==> config.mk <==
export PLATFORM = sky130hd
export DESIGN_NAME = csg_bool_stack_eval_check
export DESIGN_NICKNAME = d
export VERILOG_FILES = /design/src/hw/rtl/csgc_pkg.sv /design/src/hw/rtl/csg_bool_stack_eval_check.sv /design/src/hw/rtl/csgc_eval.sv /design/src/hw/rtl/csgc_rules.sv
export SDC_FILE = /design/constraint.sdc
export NUM_CORES = 1
export LEC_CHECK = 0
export BUFFER_PORTS_ARGS = -buffer_cell sky130_fd_sc_hd__buf_2
export CAP_MARGIN = 20
export CORE_ASPECT_RATIO = 1.2
export CORE_MARGIN = 4
export CORE_UTILIZATION = 55
export DETAILED_ROUTE_END_ITERATION = 12
export GPL_TIMING_DRIVEN = 1
export PLACE_DENSITY = 0.76
export SLEW_MARGIN = 20
export SYNTH_ARGS = -nofsm -noshare
export SYNTH_HDL_FRONTEND = slang
export SYNTH_SLANG_ARGS = --single-unit
==> constraint.sdc <==
create_clock -name i_clk -period 3.4 [get_ports i_clk]
set_clock_uncertainty 0.15 [all_clocks]
set_input_delay 0.34 -clock i_clk [delete_from_list [all_inputs] [get_ports i_clk]]
set_output_delay 0.34 -clock i_clk [all_outputs]
set_load 0.02 [all_outputs]
==> src/hw/rtl/csgc_pkg.sv <==
`default_nettype none

package csgc_pkg;

    localparam int STACK_DEPTH  = 16;
    localparam int MAX_ELEMENTS = 1024;

    // Stack fill count runs from 0 to STACK_DEPTH.
    localparam int SP_W  = $clog2(STACK_DEPTH + 1);
    localparam int IDX_W = $clog2(MAX_ELEMENTS);
    // Signed checker depth, saturating at plus and minus MAX_ELEMENTS.
    localparam int DEP_W = $clog2(MAX_ELEMENTS) + 2;
    localparam int POS_W = 10;

    localparam logic [1:0] MODE_BODY = 2'd0;
    localparam logic [1:0] MODE_COMB = 2'd1;

    localparam logic [2:0] OP_SET  = 3'd0;
    localparam logic [2:0] OP_PUSH = 3'd1;
    localparam logic [2:0] OP_OR   = 3'd2;
    localparam logic [2:0] OP_ADD  = 3'd3;
    localparam logic [2:0] OP_AND  = 3'd4;
    localparam logic [2:0] OP_MUL  = 3'd5;
    localparam logic [2:0] OP_XOR  = 3'd6;
    localparam logic [2:0] OP_SUB  = 3'd7;

    localparam logic [2:0] ERR_NONE      = 3'd0;
    localparam logic [2:0] ERR_OVERFLOW  = 3'd1;
    localparam logic [2:0] ERR_NEED_SET  = 3'd2;
    localparam logic [2:0] ERR_BAD_OP    = 3'd3;
    localparam logic [2:0] ERR_UNDERFLOW = 3'd4;
    localparam logic [2:0] ERR_UNCLOSED  = 3'd5;

    typedef struct packed {
        logic [1:0] mode;
        logic [2:0] op;
        logic       body_inside;
        logic       last;
    } t_elem;

    typedef struct packed {
        logic [2:0]       code;
        logic [POS_W-1:0] pos;
    } t_verdict;

    function automatic logic is_set_push(input logic [2:0] op);
        return (op == OP_SET) || (op == OP_PUSH);
    endfunction

endpackage

`default_nettype wire

==> src/hw/rtl/csg_bool_stack_eval_check.sv <==
// Channel  Direction  Handshake                  Payload
// in       request    i_in_valid / o_in_ready    i_mode, i_combine_op, i_body_inside, i_last
// out      result     o_out_valid / i_out_ready  o_inside_res, o_error_code, o_error_position
// cfg      write      i_cfg_we                   i_cfg_data (stop on error)
//
// One request is taken per cycle while no result is stalled; a request marked last
// shows its result in the cycle after. The single result register sets the rate: a new
// request waits only while a result is held and not being taken in the same cycle.
// Reset is synchronous and active low; it clears the stack, the checker and the result.
// A stalled result holds off every request, whether it carries the last mark or not.
`default_nettype none

module csg_bool_stack_eval_check (
    input  wire        i_clk,
    input  wire        i_rst_n,
    input  wire        i_in_valid,
    output logic       o_in_ready,
    input  wire  [1:0] i_mode,
    input  wire  [2:0] i_combine_op,
    input  wire        i_body_inside,
    input  wire        i_last,
    output logic       o_out_valid,
    input  wire        i_out_ready,
    output logic       o_inside_res,
    output logic [2:0] o_error_code,
    output logic [csgc_pkg::POS_W-1:0] o_error_position,
    input  wire        i_cfg_we,
    input  wire        i_cfg_data
);
    import csgc_pkg::*;

    t_elem            elem;
    t_verdict         verdict;
    logic             bottom_next;
    logic             step;
    logic             r_stop_on_error;
    logic             r_out_valid;
    logic             r_inside;
    logic [2:0]       r_code;
    logic [POS_W-1:0] r_pos;

    assign elem.mode        = i_mode;
    assign elem.op          = i_combine_op;
    assign elem.body_inside = i_body_inside;
    assign elem.last        = i_last;

    assign o_in_ready = !r_out_valid || i_out_ready;
    assign step       = i_in_valid && o_in_ready;

    csgc_eval u_eval (
        .i_clk         (i_clk),
        .i_rst_n       (i_rst_n),
        .i_step        (step),
        .i_elem        (elem),
        .o_bottom_next (bottom_next)
    );

    csgc_rules u_rules (
        .i_clk           (i_clk),
        .i_rst_n         (i_rst_n),
        .i_step          (step),
        .i_elem          (elem),
        .i_stop_on_error (r_stop_on_error),
        .o_verdict       (verdict)
    );

    always_ff @(posedge i_clk) begin
        if (!i_rst_n) begin
            r_stop_on_error <= 1'b0;
        end else if (i_cfg_we) begin
            r_stop_on_error <= i_cfg_data;
        end
    end

    always_ff @(posedge i_clk) begin
        if (!i_rst_n) begin
            r_out_valid <= 1'b0;
        end else if (step && i_last) begin
            r_out_valid <= 1'b1;
        end else if (i_out_ready) begin
            r_out_valid <= 1'b0;
        end
    end

    // Any error forces the inside bit low.
    always_ff @(posedge i_clk) begin
        if (step && i_last) begin
            r_inside <= (verdict.code == ERR_NONE) ? bottom_next : 1'b0;
            r_code   <= verdict.code;
            r_pos    <= verdict.pos;
        end
    end

    assign o_out_valid      = r_out_valid;
    assign o_inside_res     = r_inside;
    assign o_error_code     = r_code;
    assign o_error_position = r_pos;

endmodule

`default_nettype wire

==> src/hw/rtl/csgc_eval.sv <==
`default_nettype none

module csgc_eval (
    input  wire             i_clk,
    input  wire             i_rst_n,
    input  wire             i_step,
    input  csgc_pkg::t_elem i_elem,
    output logic            o_bottom_next
);
    import csgc_pkg::*;

    localparam logic [SP_W-1:0] CNT_ONE  = SP_W'(1);
    localparam logic [SP_W-1:0] CNT_TWO  = SP_W'(2);
    localparam logic [SP_W-1:0] CNT_FULL = SP_W'(STACK_DEPTH);

    // Stack held top-first: entry 0 is the top, so every read is at a fixed tap.
    logic [STACK_DEPTH-1:0] r_stk;
    logic [STACK_DEPTH-1:0] n_stk;
    logic [SP_W-1:0]        r_cnt;
    logic [SP_W-1:0]        n_cnt;
    // Copy of the bottom entry, which the result reports.
    logic                   r_bot;
    logic                   n_bot;
    logic                   mrg_a;
    logic                   mrg_b;
    logic                   mrg;

    function automatic logic merge_bit(input logic [2:0] op, input logic a,
                                       input logic b);
        case (op)
            OP_OR, OP_ADD:  return a | b;
            OP_AND, OP_MUL: return a & b;
            OP_XOR:         return a ^ b;
            OP_SUB:         return a & ~b;
            default:        return a;
        endcase
    endfunction

    always_comb begin
        if (i_elem.mode == MODE_BODY) begin
            mrg_a = r_stk[0];
            mrg_b = i_elem.body_inside;
        end else begin
            mrg_a = r_stk[1];
            mrg_b = r_stk[0];
        end
        mrg = merge_bit(i_elem.op, mrg_a, mrg_b);
    end

    always_comb begin
        n_stk = r_stk;
        n_cnt = r_cnt;
        n_bot = r_bot;
        if (i_elem.mode == MODE_BODY) begin
            if (r_cnt == '0 || is_set_push(i_elem.op)) begin
                // A push onto a full stack is dropped.
                if (r_cnt != CNT_FULL) begin
                    n_stk = {r_stk[STACK_DEPTH-2:0], i_elem.body_inside};
                    n_cnt = r_cnt + CNT_ONE;
                    if (r_cnt == '0) begin
                        n_bot = i_elem.body_inside;
                    end
                end
            end else begin
                n_stk[0] = mrg;
                if (r_cnt == CNT_ONE) begin
                    n_bot = mrg;
                end
            end
        end else if (i_elem.mode == MODE_COMB) begin
            if (r_cnt >= CNT_TWO) begin
                n_stk    = {1'b0, r_stk[STACK_DEPTH-1:1]};
                n_stk[0] = mrg;
                n_cnt    = r_cnt - CNT_ONE;
                if (r_cnt == CNT_TWO) begin
                    n_bot = mrg;
                end
            end else if (r_cnt == CNT_ONE) begin
                // Popping the only entry empties the stack; the bottom keeps its bit.
                n_cnt = '0;
            end
        end
    end

    assign o_bottom_next = n_bot;

    always_ff @(posedge i_clk) begin
        if (i_step) begin
            r_stk <= n_stk;
        end
    end

    always_ff @(posedge i_clk) begin
        if (!i_rst_n) begin
            r_cnt <= '0;
            r_bot <= 1'b0;
        end else if (i_step) begin
            if (i_elem.last) begin
                r_cnt <= '0;
                r_bot <= 1'b0;
            end else begin
                r_cnt <= n_cnt;
                r_bot <= n_bot;
            end
        end
    end

endmodule

`default_nettype wire

==> src/hw/rtl/csgc_rules.sv <==
`default_nettype none

module csgc_rules (
    input  wire                i_clk,
    input  wire                i_rst_n,
    input  wire                i_step,
    input  csgc_pkg::t_elem    i_elem,
    input  wire                i_stop_on_error,
    output csgc_pkg::t_verdict o_verdict
);
    import csgc_pkg::*;

    localparam logic signed [DEP_W-1:0] D_MAX  = DEP_W'(MAX_ELEMENTS);
    localparam logic signed [DEP_W-1:0] D_MIN  = DEP_W'(-MAX_ELEMENTS);
    localparam logic signed [DEP_W-1:0] D_SD   = DEP_W'(STACK_DEPTH);
    localparam logic signed [DEP_W-1:0] D_ZERO = DEP_W'(0);
    localparam logic signed [DEP_W-1:0] D_ONE  = DEP_W'(1);
    localparam logic signed [DEP_W-1:0] D_NEG1 = DEP_W'(-1);
    localparam logic [IDX_W-1:0]        IDX_END = IDX_W'(MAX_ELEMENTS - 1);
    localparam logic [IDX_W-1:0]        IDX_ONE = IDX_W'(1);

    logic signed [DEP_W-1:0] r_depth;
    logic signed [DEP_W-1:0] n_depth;
    logic                    r_first;
    logic                    n_first;
    logic                    r_stop;
    logic                    n_stop;
    logic [2:0]              r_err;
    logic [2:0]              n_err;
    logic [POS_W-1:0]        r_epos;
    logic [POS_W-1:0]        n_epos;
    logic [IDX_W-1:0]        r_idx;
    logic [IDX_W-1:0]        n_idx;
    logic [IDX_W+POS_W-1:0]  idx_ext;
    logic [POS_W-1:0]        pos;
    logic                    sp;

    assign idx_ext = {{POS_W{1'b0}}, r_idx};
    assign pos     = idx_ext[POS_W-1:0];
    assign sp      = is_set_push(i_elem.op);
    assign n_idx   = (r_idx == IDX_END) ? '0 : r_idx + IDX_ONE;

    always_comb begin
        n_depth = r_depth;
        n_first = r_first;
        n_stop  = r_stop;
        n_err   = r_err;
        n_epos  = r_epos;
        if (i_elem.mode == MODE_BODY && !r_stop) begin
            if (sp) begin
                if (r_depth < D_MAX) begin
                    n_depth = r_depth + D_ONE;
                end
                if (n_depth >= D_SD) begin
                    n_err  = ERR_OVERFLOW;
                    n_epos = pos;
                    n_stop = i_stop_on_error;
                end
            end else if (!r_first) begin
                n_depth = D_ZERO;
                n_err   = ERR_NEED_SET;
                n_epos  = pos;
                n_stop  = i_stop_on_error;
            end
            n_first = 1'b1;
        end else if (i_elem.mode == MODE_COMB && !r_stop) begin
            if (sp) begin
                n_err  = ERR_BAD_OP;
                n_epos = pos;
                n_stop = i_stop_on_error;
            end
            // With stop-on-error, a bad operator ends checking before the pop.
            if (!n_stop) begin
                if (r_depth > D_MIN) begin
                    n_depth = r_depth - D_ONE;
                end
                if (n_depth < D_ZERO) begin
                    n_err  = ERR_UNDERFLOW;
                    n_epos = pos;
                    n_stop = i_stop_on_error;
                end
            end
        end
    end

    always_comb begin
        o_verdict.code = n_err;
        o_verdict.pos  = n_epos;
        if (n_err == ERR_NONE && n_depth > D_ZERO) begin
            o_verdict.code = ERR_UNCLOSED;
            o_verdict.pos  = pos;
        end
    end

    always_ff @(posedge i_clk) begin
        if (!i_rst_n) begin
            r_depth <= D_NEG1;
            r_first <= 1'b0;
            r_stop  <= 1'b0;
            r_err   <= ERR_NONE;
            r_epos  <= '0;
            r_idx   <= '0;
        end else if (i_step) begin
            if (i_elem.last) begin
                r_depth <= D_NEG1;
                r_first <= 1'b0;
                r_stop  <= 1'b0;
                r_err   <= ERR_NONE;
                r_epos  <= '0;
                r_idx   <= '0;
            end else begin
                r_depth <= n_depth;
                r_first <= n_first;
                r_stop  <= n_stop;
                r_err   <= n_err;
                r_epos  <= n_epos;
                r_idx   <= n_idx;
            end
        end
    end

endmodule

`default_nettype wire

==> key figures <==
Floorplanning
  – Die Wd: 92.4 um
  – Top-level I/O count: 29
  – Floorplan die area: 0.0101 mm2
  – Die extent in y: 109 um
  – Area inside the core boundary: 0.00824 mm2
  – Starting Density: 57.1%
  – Row count: 36

Global routing
  – Overall track demand over capacity in global routing: 25.6%
  – Initial antenna violation count: 0
  – First-pass GRT wire length: 20500 um
  – Overflow after GRT: 0
  – Largest net degree at the start of global routing: 23
  – Via count of the first global-routing pass: 4126

STA
  – Setup repair after global routing missed its margin: no
  – Max-slew violation count: 0
  – Clock period minus final worst setup slack: 3280 ps
  – Setup slack after layout: 116 ps
  – Worst slew margin relative to its limit: 48.3%
  – Final number of setup-violating endpoints: 0
  – Max Clk Rate: 304 MHz
  – Final hold slack: 104 ps
  – Share of the clock period used by the worst path after layout: 96.6%
  – Hold Violations, Final: 0
  – Tightest Pin Transition: 776 ps

Final layout
  – Ratio of cells with drive above 1 in the final layout: 23.1%
  – Finished Cell Area: 0.00540 mm2
  – Area growth from synthesis to layout: 14.7%
  – Nets: 598
  – Antenna diode instance count: 0

Power
  – Worst supply voltage drop on vdd: 0.325 mV
  – Combinational Power Share: 23.1%
  – Leakage power summed over all cells: 2.06 nW
  – Portion of total power attributed to sequential cells: 45.0%
  – Fraction of power spent switching nets: 31.7%
  – Ratio of total power to cell area: 424 mW/mm2
  – Internal power contribution: 0.00156 W
  – PnR Total Power: 0.00229 W
  – Clock network power share: 31.9%
  – Power spent charging and discharging nets: 0.000726 W

Worst setup path
  – Required time at the worst-slack endpoint: 3370 ps
  – Worst path max stage delay: 520 ps
  – Startpoint class of the critical path: register
  – Worst reg2reg path startpoint: u_rules.r_depth[1]
  – Critical-path cell with the highest stage delay: sky130_fd_sc_hd__or4_4
  – Critical Path Sink Type: register
  – CP Data Arrival Time: 3250 ps
  – Internal reg-to-reg setup slack: 120 ps
  – Critical path peak fanout: 8
  – Setup Crit Path Kind: reg -> reg
  – Launching instance or port of the critical path: u_rules.r_depth[1]
  – Crit-path cells: ha_1 -> nand2_1 -> or4_4 -> a21o_1 -> a311o_1 -> nand3b_1 -> nor3_4 -> a21oi_4 -> buf_12 -> mux2_4

Hold path
  – Class of the tightest hold or removal check: in -> reg
  – Critical hold path startpoint: i_cfg_data

Placement
  – Final Wtd Congestion: 0.997
  – HPWL after detailed placement: 9040 um
  – Placed Instance Area: 0.00509 mm2
  – IO Port Bufs: 28
  – Worst setup timing slack at the placement stage: -68.7 ps

Synthesis
  – Post-synth ARST share: 0%
  – Syn_area_per_cell: 8.80 um2
  – Sequential-to-total area share from yosys stat: 38.3%
  – Post-synthesis cell type count: 77
  – Synth Register Bits: 75
  – Warning count from the yosys run: 0
  – Number of enable flip-flop cells after synthesis: 30
  – Total nets after synthesis: 557
  – Post-Synthesis Cell Area: 0.00471 mm2
  – Predominant post-synthesis flop cell: sky130_fd_sc_hd__dfxtp_1
  – Synthesized instance count: 535

Routing
  – Total iterations of the first detailed-routing run: 5
  – Vias per Instance: 6.16
  – Iteration-0 DRC Markers: 321
  – Antenna Violating Nets Remaining: 0
  – Number of remaining DRC errors: 0
  – WL final: 12500 um
  – Routed via count: 4284
  – Mean routed wirelength per cell: 18.0 um

Clock network
  – Cell at the root of the clock tree: sky130_fd_sc_hd__clkbuf_8
  – Clock net sink count: 75
  – Clock tree from TritonCTS: built
  – Number of hold-repair buffers added at the cts stage: 0
  – Clock insertion delay at the later pin of the skew report: 370 ps
  – Maximum level of the CTS H-tree: 3
  – Clock slew seen by the registers of the worst setup and hold paths: 80 ps
  – Deepest clock path buffer count: 2
  – Cts bufs inserted: 9

Outcome
  – Status: finished, final reports clean

Job
  – Reported max-cap violation count: 0
==> path summary, 6_finish.rpt <==
| path | endpoint | cells past startpoint |
|---|---|---|
| hold / removal | r_stop_on_error | 3 |
| setup reg to reg | o_error_position[3] | 10 |
| hold reg to reg | u_rules.pos[1] | 2 |
| setup / recovery | o_error_position[3] | 10 |
==> kinds of logic (layout without fill, tap and decap cells) <==
| logic type | count (synthesis) | in the layout | synth area share, % |
|---|---|---|---|
| simple gates | 236 | 236 | 26.5 |
| buf+inv | 47 | 93 | 4.17 |
| flops | 75 | 75 | 38.3 |
| xor+xnor | 15 | 15 | 2.79 |
| compound gates | 134 | 134 | 20.7 |
| fa+ha+maj | 9 | 9 | 2.39 |
| mux | 19 | 19 | 5.21 |
==> metrics by stage <==
stage          TNS [ps]  instances  util, %
2_1_floorplan         0        535        -
3_3_place_gp          0        674     61.7
3_5_place_dp       -578        674     61.7
4_1_cts               0        692     64.6
5_1_grt               0        695     65.5
6_report              0        695     65.5
==> placed cells by master, fill, tap and decap left out, types with 7 or more instances in the layout <==
cell	n
sky130_fd_sc_hd__a21oi_1	25
sky130_fd_sc_hd__a22oi_1	16
sky130_fd_sc_hd__a31oi_1	11
sky130_fd_sc_hd__and2_1	7
sky130_fd_sc_hd__buf_2	28
sky130_fd_sc_hd__buf_4	37
sky130_fd_sc_hd__clkbuf_8	10
sky130_fd_sc_hd__dfxtp_1	40
sky130_fd_sc_hd__edfxtp_1	30
sky130_fd_sc_hd__ha_1	9
sky130_fd_sc_hd__inv_1	11
sky130_fd_sc_hd__mux2_4	10
sky130_fd_sc_hd__nand2_1	83
sky130_fd_sc_hd__nand3_1	14
sky130_fd_sc_hd__nand4_1	8
sky130_fd_sc_hd__nor2_1	44
sky130_fd_sc_hd__nor2b_1	17
sky130_fd_sc_hd__nor3_1	10
sky130_fd_sc_hd__o21ai_0	19
sky130_fd_sc_hd__or3_1	8
sky130_fd_sc_hd__xnor2_1	10
==> cells in the mapped netlist (8+ instances only) <==
cell	number	share of area (%)
sky130_fd_sc_hd__nor2b_1	17	2.3
sky130_fd_sc_hd__a21oi_1	25	2.7
sky130_fd_sc_hd__mux2_4	10	3.2
sky130_fd_sc_hd__clkbuf_1	25	2.0
sky130_fd_sc_hd__dfxtp_1	45	19
sky130_fd_sc_hd__a22oi_1	16	2.6
sky130_fd_sc_hd__edfxtp_1	30	19
sky130_fd_sc_hd__xnor2_1	10	1.9
sky130_fd_sc_hd__nand2_1	83	6.6
sky130_fd_sc_hd__ha_1	9	2.4
sky130_fd_sc_hd__nand4_1	8	1.1
sky130_fd_sc_hd__inv_1	11	0.88
sky130_fd_sc_hd__or3_1	8	1.1
sky130_fd_sc_hd__a31oi_1	12	1.6
sky130_fd_sc_hd__o21ai_0	19	2.0
sky130_fd_sc_hd__nor3_1	10	1.1
sky130_fd_sc_hd__nand3_1	14	1.5
sky130_fd_sc_hd__nor2_1	44	3.5
==> power by group through the flow <==
stage / Sequential, W / Combinational [W] / Clock [W]
after global placement: 0.00105 / 0.000487 / 0
after global routing: 0.00104 / 0.000578 / 0.000788
after detailed placement: 0.00105 / 0.000496 / 0
after floorplan: 0.00104 / 0.000360 / 0
after CTS: 0.00103 / 0.000510 / 0.000746
final: 0.00103 / 0.000529 / 0.000730
==> layer usage <==
layer / vias up / share of wire, % / global-route usage, %
met1: 2032 / 44 / 32.9
met5: - / 0 / 0
li1: 2053 / - / -
met2: 173 / 48 / 41.7
met3: 26 / 5.8 / 5.61
met4: 0 / 2.3 / 11.0
==> cell type report <==
cell class,instances,area [um2]
fillers,708,2850
multi-input cells,413,2760
flip-flops and latches,75,1810
repair buffers,66,438
well taps,114,143
clock buffers,10,138
clock inverters,6,71.3
inverters,11,41.3
==> critical path: cells and delay by family (launching register included) <==
family	cells	cell delay, ps
buf+inv	1	160
mux	1	300
flops	1	410
fa+ha+maj	1	210
simple gates	4	1150
compound gates	3	650
==> sequential cells by signal, indices dropped and copies added, names as in the netlist <==
register,flops
o_out_valid,1
o_error_code,3
u_eval.r_bot,1
u_rules.r_stop,1
u_rules.pos,10
o_error_position,10
o_inside_res,1
u_rules.r_depth,12
u_rules.r_err,3
u_eval.r_stk,16
u_rules.r_epos,10
u_rules.r_first,1
u_eval.r_cnt,5
r_stop_on_error,1
==> timing repair <==
action	CTS	global route
buffers inserted	2	3
endpoints found under the setup margin	10	10
pin swaps	0	2
resized for setup	1	13
cloned	0	0
(Power assumes the default switching activity.)
